## src/hdl/motor_command_frame_crc16_top_assert.svh

```systemverilog
// Assertion macros for the motor command framer.
`ifndef MOTOR_COMMAND_FRAME_CRC16_TOP_ASSERT_SVH
`define MOTOR_COMMAND_FRAME_CRC16_TOP_ASSERT_SVH

`ifndef SYNTH

`define MCFCRC_ASSERT_SAME(label, ante, cons) \
  label: assert property (@(posedge clk_i) disable iff (!rst_ni) (ante) |-> (cons)) \
    else $error("framer assertion failed");

`define MCFCRC_ASSERT_NEXT(label, ante, cons) \
  label: assert property (@(posedge clk_i) disable iff (!rst_ni) (ante) |=> (cons)) \
    else $error("framer assertion failed");

`else

`define MCFCRC_ASSERT_SAME(label, ante, cons)

`define MCFCRC_ASSERT_NEXT(label, ante, cons)

`endif

`endif

```

## src/hdl/mcfcrc_pkg.sv

```systemverilog
// Shared types, codes and the CRC step function for the motor command framer.
`default_nettype none

package mcfcrc_pkg;

  localparam int unsigned ByteW = 8;
  localparam int unsigned SpeedW = 32;
  localparam int unsigned CrcW = 16;
  localparam int unsigned OpW = 2;
  localparam int unsigned RegIdxW = 2;
  localparam int unsigned CntW = 3;

  localparam logic [CrcW-1:0] CRC_POLY = 16'h1021;

  localparam logic [OpW-1:0] OP_DRIVE_ONE = 2'd0;
  localparam logic [OpW-1:0] OP_DRIVE_TWO = 2'd1;
  localparam logic [OpW-1:0] OP_CLEAR_ENC = 2'd2;
  localparam logic [OpW-1:0] OP_UNUSED = 2'd3;

  localparam logic [RegIdxW-1:0] REG_DEVICE_ADDR = 2'd0;
  localparam logic [RegIdxW-1:0] REG_CMD_DRIVE_FIRST = 2'd1;
  localparam logic [RegIdxW-1:0] REG_CMD_DRIVE_SECOND = 2'd2;
  localparam logic [RegIdxW-1:0] REG_CMD_CLEAR_COUNTS = 2'd3;

  localparam logic [ByteW-1:0] RST_DEVICE_ADDR = 8'd128;
  localparam logic [ByteW-1:0] RST_CMD_DRIVE_FIRST = 8'd35;
  localparam logic [ByteW-1:0] RST_CMD_DRIVE_SECOND = 8'd36;
  localparam logic [ByteW-1:0] RST_CMD_CLEAR_COUNTS = 8'd20;

  localparam logic [CntW-1:0] DRIVE_LAST_CNT = 3'd7;
  localparam logic [CntW-1:0] CLEAR_LAST_CNT = 3'd3;

  typedef enum logic [2:0] {
    SEL_ADDR,
    SEL_CMD,
    SEL_SPEED,
    SEL_CRC_HI,
    SEL_CRC_LO
  } byte_sel_e;

  typedef struct packed {
    logic      load;
    logic      emit;
    byte_sel_e sel;
    logic      last;
  } ctrl_cmd_t;

  typedef struct packed {
    logic out_free;
  } dp_stat_t;

  function automatic logic [CrcW-1:0] crc_feed(logic [CrcW-1:0] acc, logic [ByteW-1:0] b);
    logic [CrcW-1:0] c;
    c = acc ^ {b, {(CrcW-ByteW){1'b0}}};
    for (int i = 0; i < ByteW; i++) begin
      if (c[CrcW-1]) begin
        c = {c[CrcW-2:0], 1'b0} ^ CRC_POLY;
      end else begin
        c = {c[CrcW-2:0], 1'b0};
      end
    end
    return c;
  endfunction

endpackage

`default_nettype wire

```

## src/hdl/motor_command_frame_crc16_top.sv

```systemverilog
// Each word taken on the slave side is one command request: tuser carries the
// opcode (0 drive motor one, 1 drive motor two, 2 reset encoders, 3 dropped without
// output) and tdata the signed speed. The block sends the frame one byte per word on
// the master side: address, command, four speed bytes for drives, then the CRC-16
// (poly 0x1021, init 0) high and low byte, with tlast on the low CRC byte. A request
// is taken while no frame is in progress, and the output register then moves one
// byte per cycle while the sink does not stall; a dropped request is taken and sends
// no bytes. The next request is taken while the final byte still waits.
`default_nettype none

module motor_command_frame_crc16_top (
  input  wire logic                          clk_i,
  input  wire logic                          rst_ni,
  input  wire logic                          cfg_we_i,
  input  wire logic [mcfcrc_pkg::RegIdxW-1:0] cfg_idx_i,
  input  wire logic [mcfcrc_pkg::ByteW-1:0]  cfg_data_i,
  input  wire logic                          s_axis_tvalid,
  output logic                               s_axis_tready,
  input  wire logic [mcfcrc_pkg::SpeedW-1:0] s_axis_tdata,   // [31:0] speed_value
  input  wire logic [mcfcrc_pkg::OpW-1:0]    s_axis_tuser,   // [1:0] opcode
  output logic                               m_axis_tvalid,
  input  wire logic                          m_axis_tready,
  output logic [mcfcrc_pkg::ByteW-1:0]       m_axis_tdata,   // [7:0] out_byte
  output logic                               m_axis_tlast
);
  import mcfcrc_pkg::*;

  ctrl_cmd_t cmd;
  dp_stat_t  stat;

  mcfcrc_ctrl u_ctrl (
    .clk_i       (clk_i),
    .rst_ni      (rst_ni),
    .req_valid_i (s_axis_tvalid),
    .req_op_i    (s_axis_tuser),
    .req_ready_o (s_axis_tready),
    .stat_i      (stat),
    .cmd_o       (cmd)
  );

  mcfcrc_dp u_dp (
    .clk_i       (clk_i),
    .rst_ni      (rst_ni),
    .cfg_we_i    (cfg_we_i),
    .cfg_idx_i   (cfg_idx_i),
    .cfg_data_i  (cfg_data_i),
    .req_op_i    (s_axis_tuser),
    .req_speed_i (s_axis_tdata),
    .cmd_i       (cmd),
    .stat_o      (stat),
    .out_valid_o (m_axis_tvalid),
    .out_ready_i (m_axis_tready),
    .out_byte_o  (m_axis_tdata),
    .out_last_o  (m_axis_tlast)
  );

`include "motor_command_frame_crc16_top_assert.svh"

  `MCFCRC_ASSERT_SAME(a_emit_into_free, cmd.emit, stat.out_free)
  `MCFCRC_ASSERT_SAME(a_last_is_crc_lo, cmd.emit && cmd.last, cmd.sel == SEL_CRC_LO)
  `MCFCRC_ASSERT_NEXT(a_busy_after_load, cmd.load, !s_axis_tready)

endmodule

`default_nettype wire

```

## src/hdl/mcfcrc_ctrl.sv

```systemverilog
// Frame sequencer: walks the byte positions of one frame and drives the datapath.
`default_nettype none

module mcfcrc_ctrl (
  input  wire logic                    clk_i,
  input  wire logic                    rst_ni,
  input  wire logic                    req_valid_i,
  input  wire logic [mcfcrc_pkg::OpW-1:0] req_op_i,
  output logic                         req_ready_o,
  input  wire mcfcrc_pkg::dp_stat_t    stat_i,
  output mcfcrc_pkg::ctrl_cmd_t        cmd_o
);
  import mcfcrc_pkg::*;

  localparam logic ST_IDLE = 1'b0;
  localparam logic ST_SEND = 1'b1;

  logic            state_q, state_d;
  logic [CntW-1:0] cnt_q, cnt_d;
  logic            drive_q, drive_d;
  logic            accept;
  logic            last_pos;
  byte_sel_e       sel;

  assign req_ready_o = (state_q == ST_IDLE);
  assign accept      = req_valid_i && req_ready_o;
  assign last_pos    = drive_q ? (cnt_q == DRIVE_LAST_CNT) : (cnt_q == CLEAR_LAST_CNT);

  always_comb begin
    priority if (cnt_q == 3'd0) begin
      sel = SEL_ADDR;
    end else if (cnt_q == 3'd1) begin
      sel = SEL_CMD;
    end else if (last_pos) begin
      sel = SEL_CRC_LO;
    end else if (drive_q ? (cnt_q == 3'd6) : (cnt_q == 3'd2)) begin
      sel = SEL_CRC_HI;
    end else begin
      sel = SEL_SPEED;
    end
  end

  always_comb begin
    state_d  = state_q;
    cnt_d    = cnt_q;
    drive_d  = drive_q;
    cmd_o.load = 1'b0;
    cmd_o.emit = 1'b0;
    cmd_o.sel  = sel;
    cmd_o.last = last_pos;
    unique case (state_q)
      ST_IDLE: begin
        if (accept && (req_op_i != OP_UNUSED)) begin
          cmd_o.load = 1'b1;
          state_d    = ST_SEND;
          cnt_d      = '0;
          drive_d    = (req_op_i != OP_CLEAR_ENC);
        end
      end
      ST_SEND: begin
        if (stat_i.out_free) begin
          cmd_o.emit = 1'b1;
          cnt_d      = cnt_q + 3'd1;
          if (last_pos) begin
            state_d = ST_IDLE;
          end
        end
      end
      default: begin
        state_d = ST_IDLE;
      end
    endcase
  end

  always_ff @(posedge clk_i or negedge rst_ni) begin
    if (!rst_ni) begin
      state_q <= ST_IDLE;
      cnt_q   <= '0;
      drive_q <= 1'b0;
    end else begin
      state_q <= state_d;
      cnt_q   <= cnt_d;
      drive_q <= drive_d;
    end
  end

endmodule

`default_nettype wire

```

## src/hdl/mcfcrc_dp.sv

```systemverilog
// Datapath: command registers, speed shifter, CRC accumulator and output word register.
`default_nettype none

module mcfcrc_dp (
  input  wire logic                          clk_i,
  input  wire logic                          rst_ni,
  input  wire logic                          cfg_we_i,
  input  wire logic [mcfcrc_pkg::RegIdxW-1:0] cfg_idx_i,
  input  wire logic [mcfcrc_pkg::ByteW-1:0]  cfg_data_i,
  input  wire logic [mcfcrc_pkg::OpW-1:0]    req_op_i,
  input  wire logic [mcfcrc_pkg::SpeedW-1:0] req_speed_i,
  input  wire mcfcrc_pkg::ctrl_cmd_t         cmd_i,
  output mcfcrc_pkg::dp_stat_t               stat_o,
  output logic                               out_valid_o,
  input  wire logic                          out_ready_i,
  output logic [mcfcrc_pkg::ByteW-1:0]       out_byte_o,
  output logic                               out_last_o
);
  import mcfcrc_pkg::*;

  logic [ByteW-1:0]  addr_q, cmd_one_q, cmd_two_q, cmd_clr_q;
  logic [OpW-1:0]    op_q;
  logic [SpeedW-1:0] spd_q, spd_d;
  logic [CrcW-1:0]   crc_q, crc_d;
  logic              out_valid_q, out_valid_d;
  logic [ByteW-1:0]  out_byte_q;
  logic              out_last_q;
  logic [ByteW-1:0]  cmd_byte;
  logic [ByteW-1:0]  cur_byte;
  logic              feed_crc;

  always_ff @(posedge clk_i or negedge rst_ni) begin
    if (!rst_ni) begin
      addr_q    <= RST_DEVICE_ADDR;
      cmd_one_q <= RST_CMD_DRIVE_FIRST;
      cmd_two_q <= RST_CMD_DRIVE_SECOND;
      cmd_clr_q <= RST_CMD_CLEAR_COUNTS;
    end else if (cfg_we_i) begin
      unique case (cfg_idx_i)
        REG_DEVICE_ADDR:      addr_q    <= cfg_data_i;
        REG_CMD_DRIVE_FIRST:  cmd_one_q <= cfg_data_i;
        REG_CMD_DRIVE_SECOND: cmd_two_q <= cfg_data_i;
        REG_CMD_CLEAR_COUNTS: cmd_clr_q <= cfg_data_i;
        default: ;
      endcase
    end
  end

  always_comb begin
    unique case (op_q)
      OP_DRIVE_ONE: cmd_byte = cmd_one_q;
      OP_DRIVE_TWO: cmd_byte = cmd_two_q;
      default:      cmd_byte = cmd_clr_q;
    endcase
  end

  always_comb begin
    feed_crc = 1'b0;
    unique case (cmd_i.sel)
      SEL_ADDR: begin
        cur_byte = addr_q;
        feed_crc = 1'b1;
      end
      SEL_CMD: begin
        cur_byte = cmd_byte;
        feed_crc = 1'b1;
      end
      SEL_SPEED: begin
        cur_byte = spd_q[SpeedW-1 -: ByteW];
        feed_crc = 1'b1;
      end
      SEL_CRC_HI: cur_byte = crc_q[CrcW-1 -: ByteW];
      SEL_CRC_LO: cur_byte = crc_q[ByteW-1:0];
      default:    cur_byte = '0;
    endcase
  end

  always_comb begin
    spd_d = spd_q;
    crc_d = crc_q;
    if (cmd_i.load) begin
      spd_d = req_speed_i;
      crc_d = '0;
    end else if (cmd_i.emit) begin
      if (cmd_i.sel == SEL_SPEED) begin
        spd_d = {spd_q[SpeedW-ByteW-1:0], {ByteW{1'b0}}};
      end
      if (feed_crc) begin
        crc_d = crc_feed(crc_q, cur_byte);
      end
    end
  end

  always_ff @(posedge clk_i) begin
    if (cmd_i.load) begin
      op_q <= req_op_i;
    end
    spd_q <= spd_d;
    if (cmd_i.emit) begin
      out_byte_q <= cur_byte;
      out_last_q <= cmd_i.last;
    end
  end

  always_ff @(posedge clk_i or negedge rst_ni) begin
    if (!rst_ni) begin
      crc_q <= '0;
    end else begin
      crc_q <= crc_d;
    end
  end

  always_comb begin
    out_valid_d = out_valid_q;
    if (cmd_i.emit) begin
      out_valid_d = 1'b1;
    end else if (out_ready_i) begin
      out_valid_d = 1'b0;
    end
  end

  always_ff @(posedge clk_i or negedge rst_ni) begin
    if (!rst_ni) begin
      out_valid_q <= 1'b0;
    end else begin
      out_valid_q <= out_valid_d;
    end
  end

  assign stat_o.out_free = !out_valid_q || out_ready_i;
  assign out_valid_o     = out_valid_q;
  assign out_byte_o      = out_byte_q;
  assign out_last_o      = out_last_q;

endmodule

`default_nettype wire
```

## config.mk

```make
export PLATFORM = sky130hd
export DESIGN_NAME = motor_command_frame_crc16_top
export DESIGN_NICKNAME = d
export VERILOG_FILES = /design/src/hdl/mcfcrc_pkg.sv /design/src/hdl/motor_command_frame_crc16_top.sv /design/src/hdl/mcfcrc_ctrl.sv /design/src/hdl/mcfcrc_dp.sv
export VERILOG_INCLUDE_DIRS = /design/src /design/src/hdl
export SDC_FILE = /design/constraint.sdc
export NUM_CORES = 1
export LEC_CHECK = 0
export BUFFER_PORTS_ARGS = -buffer_cell sky130_fd_sc_hd__buf_2
export CAP_MARGIN = 10
export CORE_MARGIN = 2
export CORE_UTILIZATION = 50
export DETAILED_ROUTE_END_ITERATION = 8
export PLACE_DENSITY = 0.69
export SLEW_MARGIN = 5
export SYNTH_ARGS = -nofsm -noshare
export SYNTH_HDL_FRONTEND = slang
export SYNTH_SLANG_ARGS = --single-unit
export TNS_END_PERCENT = 100
```

## constraint.sdc

```tcl
create_clock -name clk_i -period 5.4 [get_ports clk_i]
set_input_delay 1.08 -clock clk_i [delete_from_list [all_inputs] [get_ports clk_i]]
set_output_delay 1.08 -clock clk_i [all_outputs]
set_load 0.01 [all_outputs]
```

==> impl_metrics.yaml, run 1 <==
run_status:
  status: "finished clean"
drt:
  antenna_left: 0
  post_drt_wl_per_cell_um: 15.8
  drt_iter0_markers: 195
  drc: 0
  dr.pass1.iters: 5
  vias: 3304
  vias_per_cell: 5.42
  wl_um: 9620
floorplanning:
  die_y_um: 102
  io_pins: 60
  coreArea_mm2: 0.00928
  start_util_pct: 51.6
  rows: 35
  die_area_mm2: 0.0104
  fp.dieW_um: 102
clock_tree:
  cts_resized: 0
  htree_levels: 3
  cts_setup_buffers: 0
  path_clk_slew_ps: 90
  clk_latency_ps: 360
  cts_tree: "done"
  cts_buffer_depth: 2
  cts.sinks: 97
  cts_root_buf: "clkbuf_8"
  cts_buffers: 9
  ctsHoldBuffers: 0
worst_setup_path:
  critPathRequiredTime_ps: 5680
  crit_buf_inv: 1
  cp_cell_sequence: "inv_1 > ha_1 > o21bai_1 > o21a_1 > a221oi_1 > o211ai_1 > a41o_1 > or4_1 > o211ai_1"
  crit_type: "reg2reg"
  crit_path_frequent_cell: "o211ai_1"
  crit_family: "compound AO/OA/AOI/OAI gates"
  slowest_delay_ps: 650
  critPathLaunchType: "register"
  crit_path_top_delay_cell: "a221oi_1"
  worstPathArrival_ps: 3410
  cp_max_fo: 8
  end_kind: "register"
global_route:
  grt_max_degree: 55
  grt.overflow.total: 0
  grt_use_total_pct: 20.0
  grt_pass1_vias: 3199
  grt_antenna_before_repair: 1
  grt_pass1_wl_um: 16000
power:
  seq_power_share_pct: 40.1
  p_leak_nw: 2.37
  irDropWorstVdd_v: 0.000283
  combPwrFrac_pct: 46.6
  clock_power_share_pct: 13.4
  switching_share_pct: 37.8
  finalPower_mw: 3.31
  p_int_mw: 2.06
  power_density_mw_per_mm2: 618
  p_sw_mw: 1.25
placed_design:
  gp_congestion: 0.848
  io_buffers: 59
  dp_hpwl_um: 6760
  dp.cells: 594
sta:
  finClkSkew_ps: 9.93
  setup_viol: 0
  worst_hold_slack_ps: 503
  rsz0062_at_grt: "false"
  finalCriticalPeriod_ps: 3130
  finalMaxSlewViolations: 0
  timing.setup.tns_ps: 0
  fin_crit_sh_pct: 58.0
  tightest_slew_ps: 944
  maxSlewHeadroom_pct: 36.7
  fmax_ghz: 0.319
  hold_viol_final: 0
logic_synthesis:
  postSynthAreaPerCell_um2: 11.5
  ys_seq_area_share_pct: 55.4
  ys_warn_count: 0
  syn_area_mm2: 0.00479
  ys_types: 60
  synth_nets: 469
  async_reset_ff_share_pct: 55.7
  ys.flop_type: "dfrtp_1"
  synth_edf_count: 43
  syn_inst: 416
  ys_ff_latch: 97
final_layout:
  layoutNonFillerInstCount: 610
  utilization_pct: 57.7
  nNetsFinal: 529
  antennaDiodeCount: 0
  layout-drive-gt1-share_pct: 28.9
  area_growth_syn_to_layout_pct: 11.9
  fillers: 831
min_path:
  hp-class: "reg2reg"
flow_run:
  drv_cap: 0
==> power by group through the flow <==
stage          Sequential [mW]  Clock [mW]  Combinational, mW
2_1_floorplan             1.32           0               1.23
3_3_place_gp              1.33           0               1.52
3_5_place_dp              1.34           0               1.54
4_1_cts                   1.33       0.452               1.55
5_1_grt                   1.36       0.483               1.73
6_report                  1.33       0.443               1.54
==> synth_stat cells, drive strengths merged (4+ instances only) <==
library cell / number / area, µm²
mux2i: 4 / 40.0
or3: 4 / 25.0
dfrtp: 46 / 1150
xnor3: 5 / 116
nor2: 7 / 26.3
nand2b: 8 / 50.1
edfxtp: 43 / 1290
inv: 6 / 22.5
ha: 4 / 50.1
and2: 12 / 77.6
dfstp: 8 / 210
mux2: 36 / 405
nand2: 110 / 420
o211a: 4 / 40.0
nand3: 20 / 100
xnor2: 6 / 71.3
o21ai: 22 / 110
o211ai: 6 / 45.0
a21oi: 8 / 55.1
xor2: 4 / 35.0
clkbuf: 9 / 43.8
==> layer usage <==
metal	share of wire [%]	wire length [µm]	track usage, %
met1	45	4330	28.6
met2	48	4640	31.4
met3	6.0	579	4.10
met4	0.84	81	5.95
met5	0	0	0
==> state kept, by name, summed over array words and instances (netlist names) <==
register          count
u_dp.cmd_two_q        8
u_dp.op_q             2
u_dp.spd_q           32
u_dp.cmd_clr_q        8
u_ctrl.drive_q        1
u_dp.out_valid_o      1
u_dp.cmd_one_q        8
u_dp.crc_q           16
u_dp.out_last_o       1
u_dp.addr_q           8
u_ctrl.state_q        1
u_dp.out_byte_o       8
u_ctrl.cnt_q          3
==> logic make-up after synthesis <==
group	after synthesis	share of synthesized area, %
AND/OR/NAND/NOR	178	17.7
flip-flops	97	55.4
AO/OA/AOI/OAI	62	9.38
multiplexers	40	9.30
buffers and inverters	20	2.53
XOR/XNOR	15	4.65
adder cells (fa/ha/maj)	4	1.05
==> per-stage QoR <==
step | setup WS, ps | area [µm²]
after floorplan | 1340 | 4790
after global placement | 2030 | 5180
after detailed placement | 1980 | 5180
after CTS | 2240 | 5360
after global routing | 2010 | 5360
final | 2270 | 5360
==> layout make-up <==
class	count	area [µm²]	share of cell area (%)
flip-flops and latches	97	2650	49.5
multi-input cells	299	2020	37.7
inverters	7	26.3	0.490
repair buffers	62	318	5.93
well taps	129	161	3.01
clock inverters	5	37.5	0.700
clock buffers	11	141	2.64
==> placed cells by master, fill, tap and decap left out, drive strengths merged, types with 3 or more instances in the layout <==
master  count
mux2i       4
dfrtp      46
ha          4
xnor3       5
dfstp       8
inv         9
nand2b      8
a221oi      3
clkbuf     11
a21oi       8
and2       12
nand3      20
o21ai      22
nand2     110
edfxtp     43
nand3b      3
xor2        4
nor2        7
clkinv      3
a22oi       3
o211ai      6
xnor2       6
buf        62
o211a       4
mux2       36
or3         4
==> final timing paths <==
check                      slack [ps]           endpoint         startpoint  cells past startpoint
min in group asynchronous         820  u_dp.cmd_one_q[7]             rst_ni                      2
max in group asynchronous        4080      u_dp.crc_q[3]             rst_ni                      2
hold reg to reg                   500  u_dp.cmd_clr_q[1]  u_dp.cmd_clr_q[1]                      1
hold / removal                    500  u_dp.cmd_clr_q[1]  u_dp.cmd_clr_q[1]                      1
setup / recovery                 2270     u_dp.crc_q[12]    u_ctrl.cnt_q[0]                      9
setup reg to reg                 2270     u_dp.crc_q[12]    u_ctrl.cnt_q[0]                      9
(Power assumes the default switching activity.)
==> run 2: changes to the inputs <==
--- a/config.mk
+++ b/config.mk
@@ -6,6 +6,7 @@
 export SDC_FILE = /design/constraint.sdc
 export NUM_CORES = 1
 export LEC_CHECK = 0
+export ABC_AREA = 1
 export BUFFER_PORTS_ARGS = -buffer_cell sky130_fd_sc_hd__buf_2
 export CAP_MARGIN = 10
 export CORE_MARGIN = 2
==> constraint.sdc (replaced) <==
create_clock -name clk_i -period 3.3 [get_ports clk_i]
set_input_delay 0.66 -clock clk_i [delete_from_list [all_inputs] [get_ports clk_i]]
set_output_delay 0.66 -clock clk_i [all_outputs]
set_load 0.01 [all_outputs]
==> run 2 against run 1 <==
Against the previous run: sequential power rose by 62%; design area increased by 3.3%; via count rose by 21%; critical path type unchanged.
==> impl_metrics.yaml, run 2 <==
run_status:
  status: "finished clean"
worst_setup_path:
  end_kind: "register"
  crit_buf_inv: 3
  critPathLaunchType: "register"
  crit_family: "compound AO/OA/AOI/OAI gates"
  cp_max_fo: 12
  reg2reg_from: "u_ctrl.cnt_q[0]"
  r2r_cells: 10
  crit_type: "reg2reg"
  r2r-end: "u_dp.crc_q[10]"
  worstPathArrival_ps: 2780
  cp_cell_sequence: "inv_1 > ha_1 > o21ai_2 > buf_4 > nand3_2 > a31oi_4 > nand2_2 > inv_2 > nand3_1 > o21ai_0"
  critPathRequiredTime_ps: 3580
  slowest_delay_ps: 390
  reg2reg_slack_ps: 800
  crit_path_top_delay_cell: "dfrtp_1"
logic_synthesis:
  synth-xor-area-share_pct: 0
  synth_edf_count: 43
  muxShareOfSynthArea_pct: 0
  async_reset_ff_share_pct: 55.7
  synth_area_leaders: "edfxtp_1 (26%), dfrtp_1 (23%), nand2_1 (18%), nand3_1 (5.3%), o21ai_0 (5.1%)"
  synth_nets: 639
  synth_common_cells: "nand2_1 (235), nand3_1 (52), inv_1 (51)"
  syn_inst: 586
  synth_top_area_share_pct: 26.2
  synth.most_common_cell: "nand2_1"
  synth_largest_area_cell: "edfxtp_1"
  ys_seq_area_share_pct: 53.8
  syn_area_mm2: 0.00493
  ys_ff_latch: 97
  ys_types: 33
  synth_adder_area_share_pct: 1.01
  ys.flop_type: "dfrtp_1"
  postSynthAreaPerCell_um2: 8.42
  ys_warn_count: 0
  synth_compound_area_share_pct: 6.82
  synth_top_family_by_area: "simple AND/OR/NAND/NOR gates"
  synthSimpleGateAreaFrac_pct: 31.9
clock_tree:
  path_clk_slew_ps: 100
  cts_buffer_depth: 2
  clk_latency_ps: 360
  cts_setup_buffers: 0
  cts_resized: 0
  htree_levels: 3
  ctsHoldBuffers: 0
  cts.sinks: 97
  cts_root_buf: "clkbuf_8"
  cts_tree: "done"
  cts_buffers: 9
global_route:
  grt.overflow.total: 0
  grt_pass1_vias: 3652
  grt_antenna_before_repair: 0
  grt_use_total_pct: 21.4
  grt_max_degree: 33
  grt_pass1_wl_um: 17700
final_layout:
  layout-drive-gt1-share_pct: 20.1
  ff_latch_area_mm2: 0.00265
  layout_commonest_cell: "nand2_1"
  multi_input_area_mm2: 0.00196
  layout_common_cells: "nand2_1 (235), buf_2 (59), nand3_1 (52)"
  area_growth_syn_to_layout_pct: 12.3
  fillers: 885
  largest_register_ffs: 32
  regMostFlops: "u_dp.spd_q"
  layoutNonFillerInstCount: 784
  fin_area_mm2: 0.00554
  utilization_pct: 57.2
  largestRegisters: "u_dp.spd_q: 32 flops, u_dp.crc_q: 16 flops"
  nNetsFinal: 699
  antennaDiodeCount: 0
power:
  finalPower_mw: 5.65
  irDropWorstVdd_v: 0.000454
  power_density_mw_per_mm2: 1020
  p_leak_nw: 2.74
placed_design:
  dp_hpwl_um: 7910
  dp.cells: 768
  dp_slack_ps: 874
  io_buffers: 59
  placed_area_mm2: 0.00534
  gp_congestion: 0.873
floorplanning:
  start_util_pct: 50.9
  die_y_um: 103
  fp.dieW_um: 103
  io_pins: 60
  die_area_mm2: 0.0107
  rows: 36
  coreArea_mm2: 0.00968
sta:
  fmax_ghz: 0.400
  tightest_slew_ps: 737
  worst_hold_slack_ps: 346
  setup_viol: 0
  hold_viol_final: 0
  rsz0062_at_grt: "false"
  maxSlewHeadroom_pct: 50.5
  timing.setup.tns_ps: 0
  setup_slack_ps: 803
  finClkSkew_ps: 9.99
  finalCriticalPeriod_ps: 2500
  fin_crit_sh_pct: 75.7
  finalMaxSlewViolations: 0
drt:
  drc: 0
  antenna_left: 0
  vias: 3993
  dr.pass1.iters: 5
  drt_iter0_markers: 263
  vias_per_cell: 5.09
  post_drt_wl_per_cell_um: 13.8
  wl_um: 10800
min_path:
  hp-class: "in2async"
flow_run:
  drv_cap: 0
==> run 2: cell types whose count changed in the layout (fill, tap and decap cells not counted), moves of 9 or more <==
cell	previous run	this run
nand2_1	109	235
inv_1	6	51
mux2_2	36	0
nand3_1	20	52
o21ai_0	21	49
and2_1	10	0
nand2_2	0	10
nor2_2	0	10
nor2_1	7	16
==> run 2: cell type report <==
type | count | share of cell area, %
clock inverter | 5 | 0.791
timing repair buffer | 65 | 6.15
clock buffer | 11 | 2.78
inverter | 58 | 3.93
multi-input combinational | 415 | 35.4
tap | 133 | 3.00
sequential | 97 | 47.9
==> run 2: worst max-delay path by stage <==
stage,depth (start not counted),startpoint,end
after CTS,10,u_ctrl.cnt_q[0],u_dp.crc_q[10]
after global routing,13,u_ctrl.cnt_q[0],u_dp.crc_q[15]
final,10,u_ctrl.cnt_q[0],u_dp.crc_q[10]
after global placement,6,s_axis_tuser[1],u_dp.spd_q[28]
after detailed placement,10,u_ctrl.cnt_q[0],u_dp.crc_q[10]
after floorplan,6,u_ctrl.cnt_q[0],u_dp.spd_q[0]
==> run 2: cells by family (layout without fill, tap and decap cells) <==
kind of cell               count (synthesis)  count (layout)
AOI/OAI and AO/OA                         62              62
adders and majority gates                  4               4
buffers and inverters                     74             139
DFF                                       97              97
and+or+nand+nor                          349             349
==> run 2: where the power goes <==
group	total, mW	internal (mW)	switching (mW)
Combinational	2.72	0.868	1.85
Sequential	2.16	1.90	0.260
Clock	0.779	0.336	0.443
==> run 2: layer usage <==
| metal | vias to the layer above | GRT usage, % | routed length [µm] |
|---|---|---|---|
| li1 | 2015 | - | - |
| met1 | 1836 | 30.8 | 4900 |
| met2 | 115 | 31.7 | 4950 |
| met3 | 27 | 4.91 | 622 |
| met4 | 0 | 8.10 | 320 |
| met5 | - | 0 | 0 |
==> run 3: changes to the inputs <==
--- a/config.mk
+++ b/config.mk
@@ -12,7 +12,7 @@
 export CORE_MARGIN = 2
 export CORE_UTILIZATION = 50
 export DETAILED_ROUTE_END_ITERATION = 8
-export PLACE_DENSITY = 0.69
+export PLACE_DENSITY = 0.72
 export SLEW_MARGIN = 5
 export SYNTH_ARGS = -nofsm -noshare
 export SYNTH_HDL_FRONTEND = slang
==> constraint.sdc (replaced) <==
create_clock -name clk_i -period 2.1 [get_ports clk_i]
set_input_delay 0.42 -clock clk_i [delete_from_list [all_inputs] [get_ports clk_i]]
set_output_delay 0.42 -clock clk_i [all_outputs]
set_load 0.01 [all_outputs]
==> run 3 against run 2 <==
Against the previous run: the flow now finishes with violations (negative setup slack); global-route usage down 0.21 points; power rose by 92%; sequential power is 58% higher; design area up 14%; clock power increased by 45%; maximum frequency grew 14%; critical path type unchanged; critical endpoint is now u_dp.crc_q[14]; largest cell class unchanged; highest routed layer unchanged.
==> impl_metrics.yaml, run 3 (synthesis gave the netlist of run 2 again) <==
drt:
  vias_per_cell: 5.05
  antenna_left: 0
  wl_um: 11700
  vias: 4178
  drc: 0
  post_drt_wl_per_cell_um: 14.1
  drt_iter0_markers: 233
  dr.pass1.iters: 4
worst_setup_path:
  crit_path_top_delay_cell: "dfrtp_1"
  end_kind: "register"
  cp_cell_sequence: "inv_2 > ha_4 > o21ai_2 > buf_6 > nand2_2 > nor2_4 > nand2_2 > nand2_2 > nor2_4 > nor2_4 > nor2_4 > nand2_2 > nand3_1 > nand3_1 > nand2_1"
  worstPathArrival_ps: 2450
  crit_family: "simple AND/OR/NAND/NOR gates"
  critPathLaunchType: "register"
  slowest_delay_ps: 470
  crit_type: "reg2reg"
  crit_buf_inv: 2
  critPathRequiredTime_ps: 2360
  cp_max_fo: 8
sta:
  hold_viol_final: 0
  worst_hold_slack_ps: 28.7
  maxSlewHeadroom_pct: 63.4
  setup_slack_ps: -93.4
  finalCriticalPeriod_ps: 2190
  fmax_ghz: 0.456
  tightest_slew_ps: 547
  finClkSkew_ps: 6.06
  rsz0062_at_grt: "true"
  finalMaxSlewViolations: 0
  fin_crit_sh_pct: 104
  setup_viol: 10
final_layout:
  multi_input_area_mm2: 0.00234
  ff_latch_area_mm2: 0.00265
  layout_common_cells: "nand2_1 (195), buf_2 (59), inv_1 (48)"
  nNetsFinal: 743
  regMostFlops: "u_dp.spd_q"
  area_growth_syn_to_layout_pct: 27.6
  fillers: 787
  antennaDiodeCount: 0
  layout_commonest_cell: "nand2_1"
  largestRegisters: "u_dp.spd_q: 32 flops, u_dp.crc_q: 16 flops"
  largest_register_ffs: 32
  layout-drive-gt1-share_pct: 35.3
floorplanning:
  die_area_mm2: 0.0107
  fp.dieW_um: 103
  io_pins: 60
  start_util_pct: 50.9
  rows: 36
  coreArea_mm2: 0.00968
  die_y_um: 103
global_route:
  grt_pass1_wl_um: 17500
  grt_pass1_vias: 3808
  grt.overflow.total: 0
  grt_antenna_before_repair: 0
  grt_max_degree: 33
  grt_use_total_pct: 21.2
clock_tree:
  cts_buffer_depth: 2
  path_clk_slew_ps: 90
  ctsHoldBuffers: 0
  cts.sinks: 97
  cts_buffers: 9
  cts_tree: "done"
  cts_root_buf: "clkbuf_8"
  htree_levels: 3
  clk_latency_ps: 360
placed_design:
  io_buffers: 59
  dp_hpwl_um: 7850
  gp_congestion: 0.857
run_status:
  violations: "negative setup slack"
  status: "complete, but fails checks"
power:
  finalPower_mw: 10.8
  irDropWorstVdd_v: 0.000808
  p_leak_nw: 3.05
  power_density_mw_per_mm2: 1720
flow_run:
  drv_cap: 0
min_path:
  hp-class: "in2async"
run 3: final timing paths:
check | cells past startpoint | endpoint | start | slack, ps
worst max-delay path | 15 | u_dp.crc_q[14] | u_ctrl.cnt_q[1] | -90
worst min-delay path | 1 | u_dp.crc_q[9] | rst_ni | 30
worst max register to register | 15 | u_dp.crc_q[14] | u_ctrl.cnt_q[1] | -90
worst min register to register | 2 | u_dp.addr_q[1] | u_dp.addr_q[1] | 490
max in group asynchronous | 2 | u_dp.cmd_clr_q[2] | rst_ni | 1410
min in group clk_i | 1 | u_dp.op_q[0] | s_axis_tuser[0] | 260
run 3: cell type report:
type | count | share of cell area, %
Timing Repair Buffer | 109 | 11.4
Clock inverter | 4 | 0.437
Tap cell | 133 | 2.64
Sequential cell | 97 | 42.2
Inverter | 58 | 3.70
Multi-Input combinational cell | 415 | 37.3
Clock buffer | 12 | 2.35
run 3: what timing repair did:
item,in CTS,in global routing
endpoints found under the setup margin,10,15
setup buffers,4,25
pin swaps,3,46
gates resized for setup,13,103
run 3: where the power goes:
group	internal, mW	switching (mW)
Sequential	2.98	0.442
Combinational	2.50	3.77
Clock	0.475	0.657
run 3: through the flow:
stage | TNS [ps] | instances | util [%] | worst slack, ps | area (µm²)
after floorplan | 0 | 586 | - | 12.8 | 4940
after detailed placement | -587 | 783 | 56.6 | -117 | 5490
after CTS | 0 | 803 | 59.4 | 5.00 | 5760
final | -522 | 828 | 65.0 | -93.4 | 6290
after global routing | -3690 | 828 | 65.0 | -195 | 6290
after global placement | -124 | 783 | 56.6 | -66.1 | 5490
run 3: metal layers:
| layer | track usage (%) | routed length (µm) | vias up |
|---|---|---|---|
| met4 | 9.72 | 279 | 0 |
| met1 | 29.8 | 5310 | 1958 |
| met5 | 0 | 0 | - |
| li1 | - | - | 2112 |
| met2 | 33.0 | 5690 | 87 |
| met3 | 2.69 | 425 | 21 |
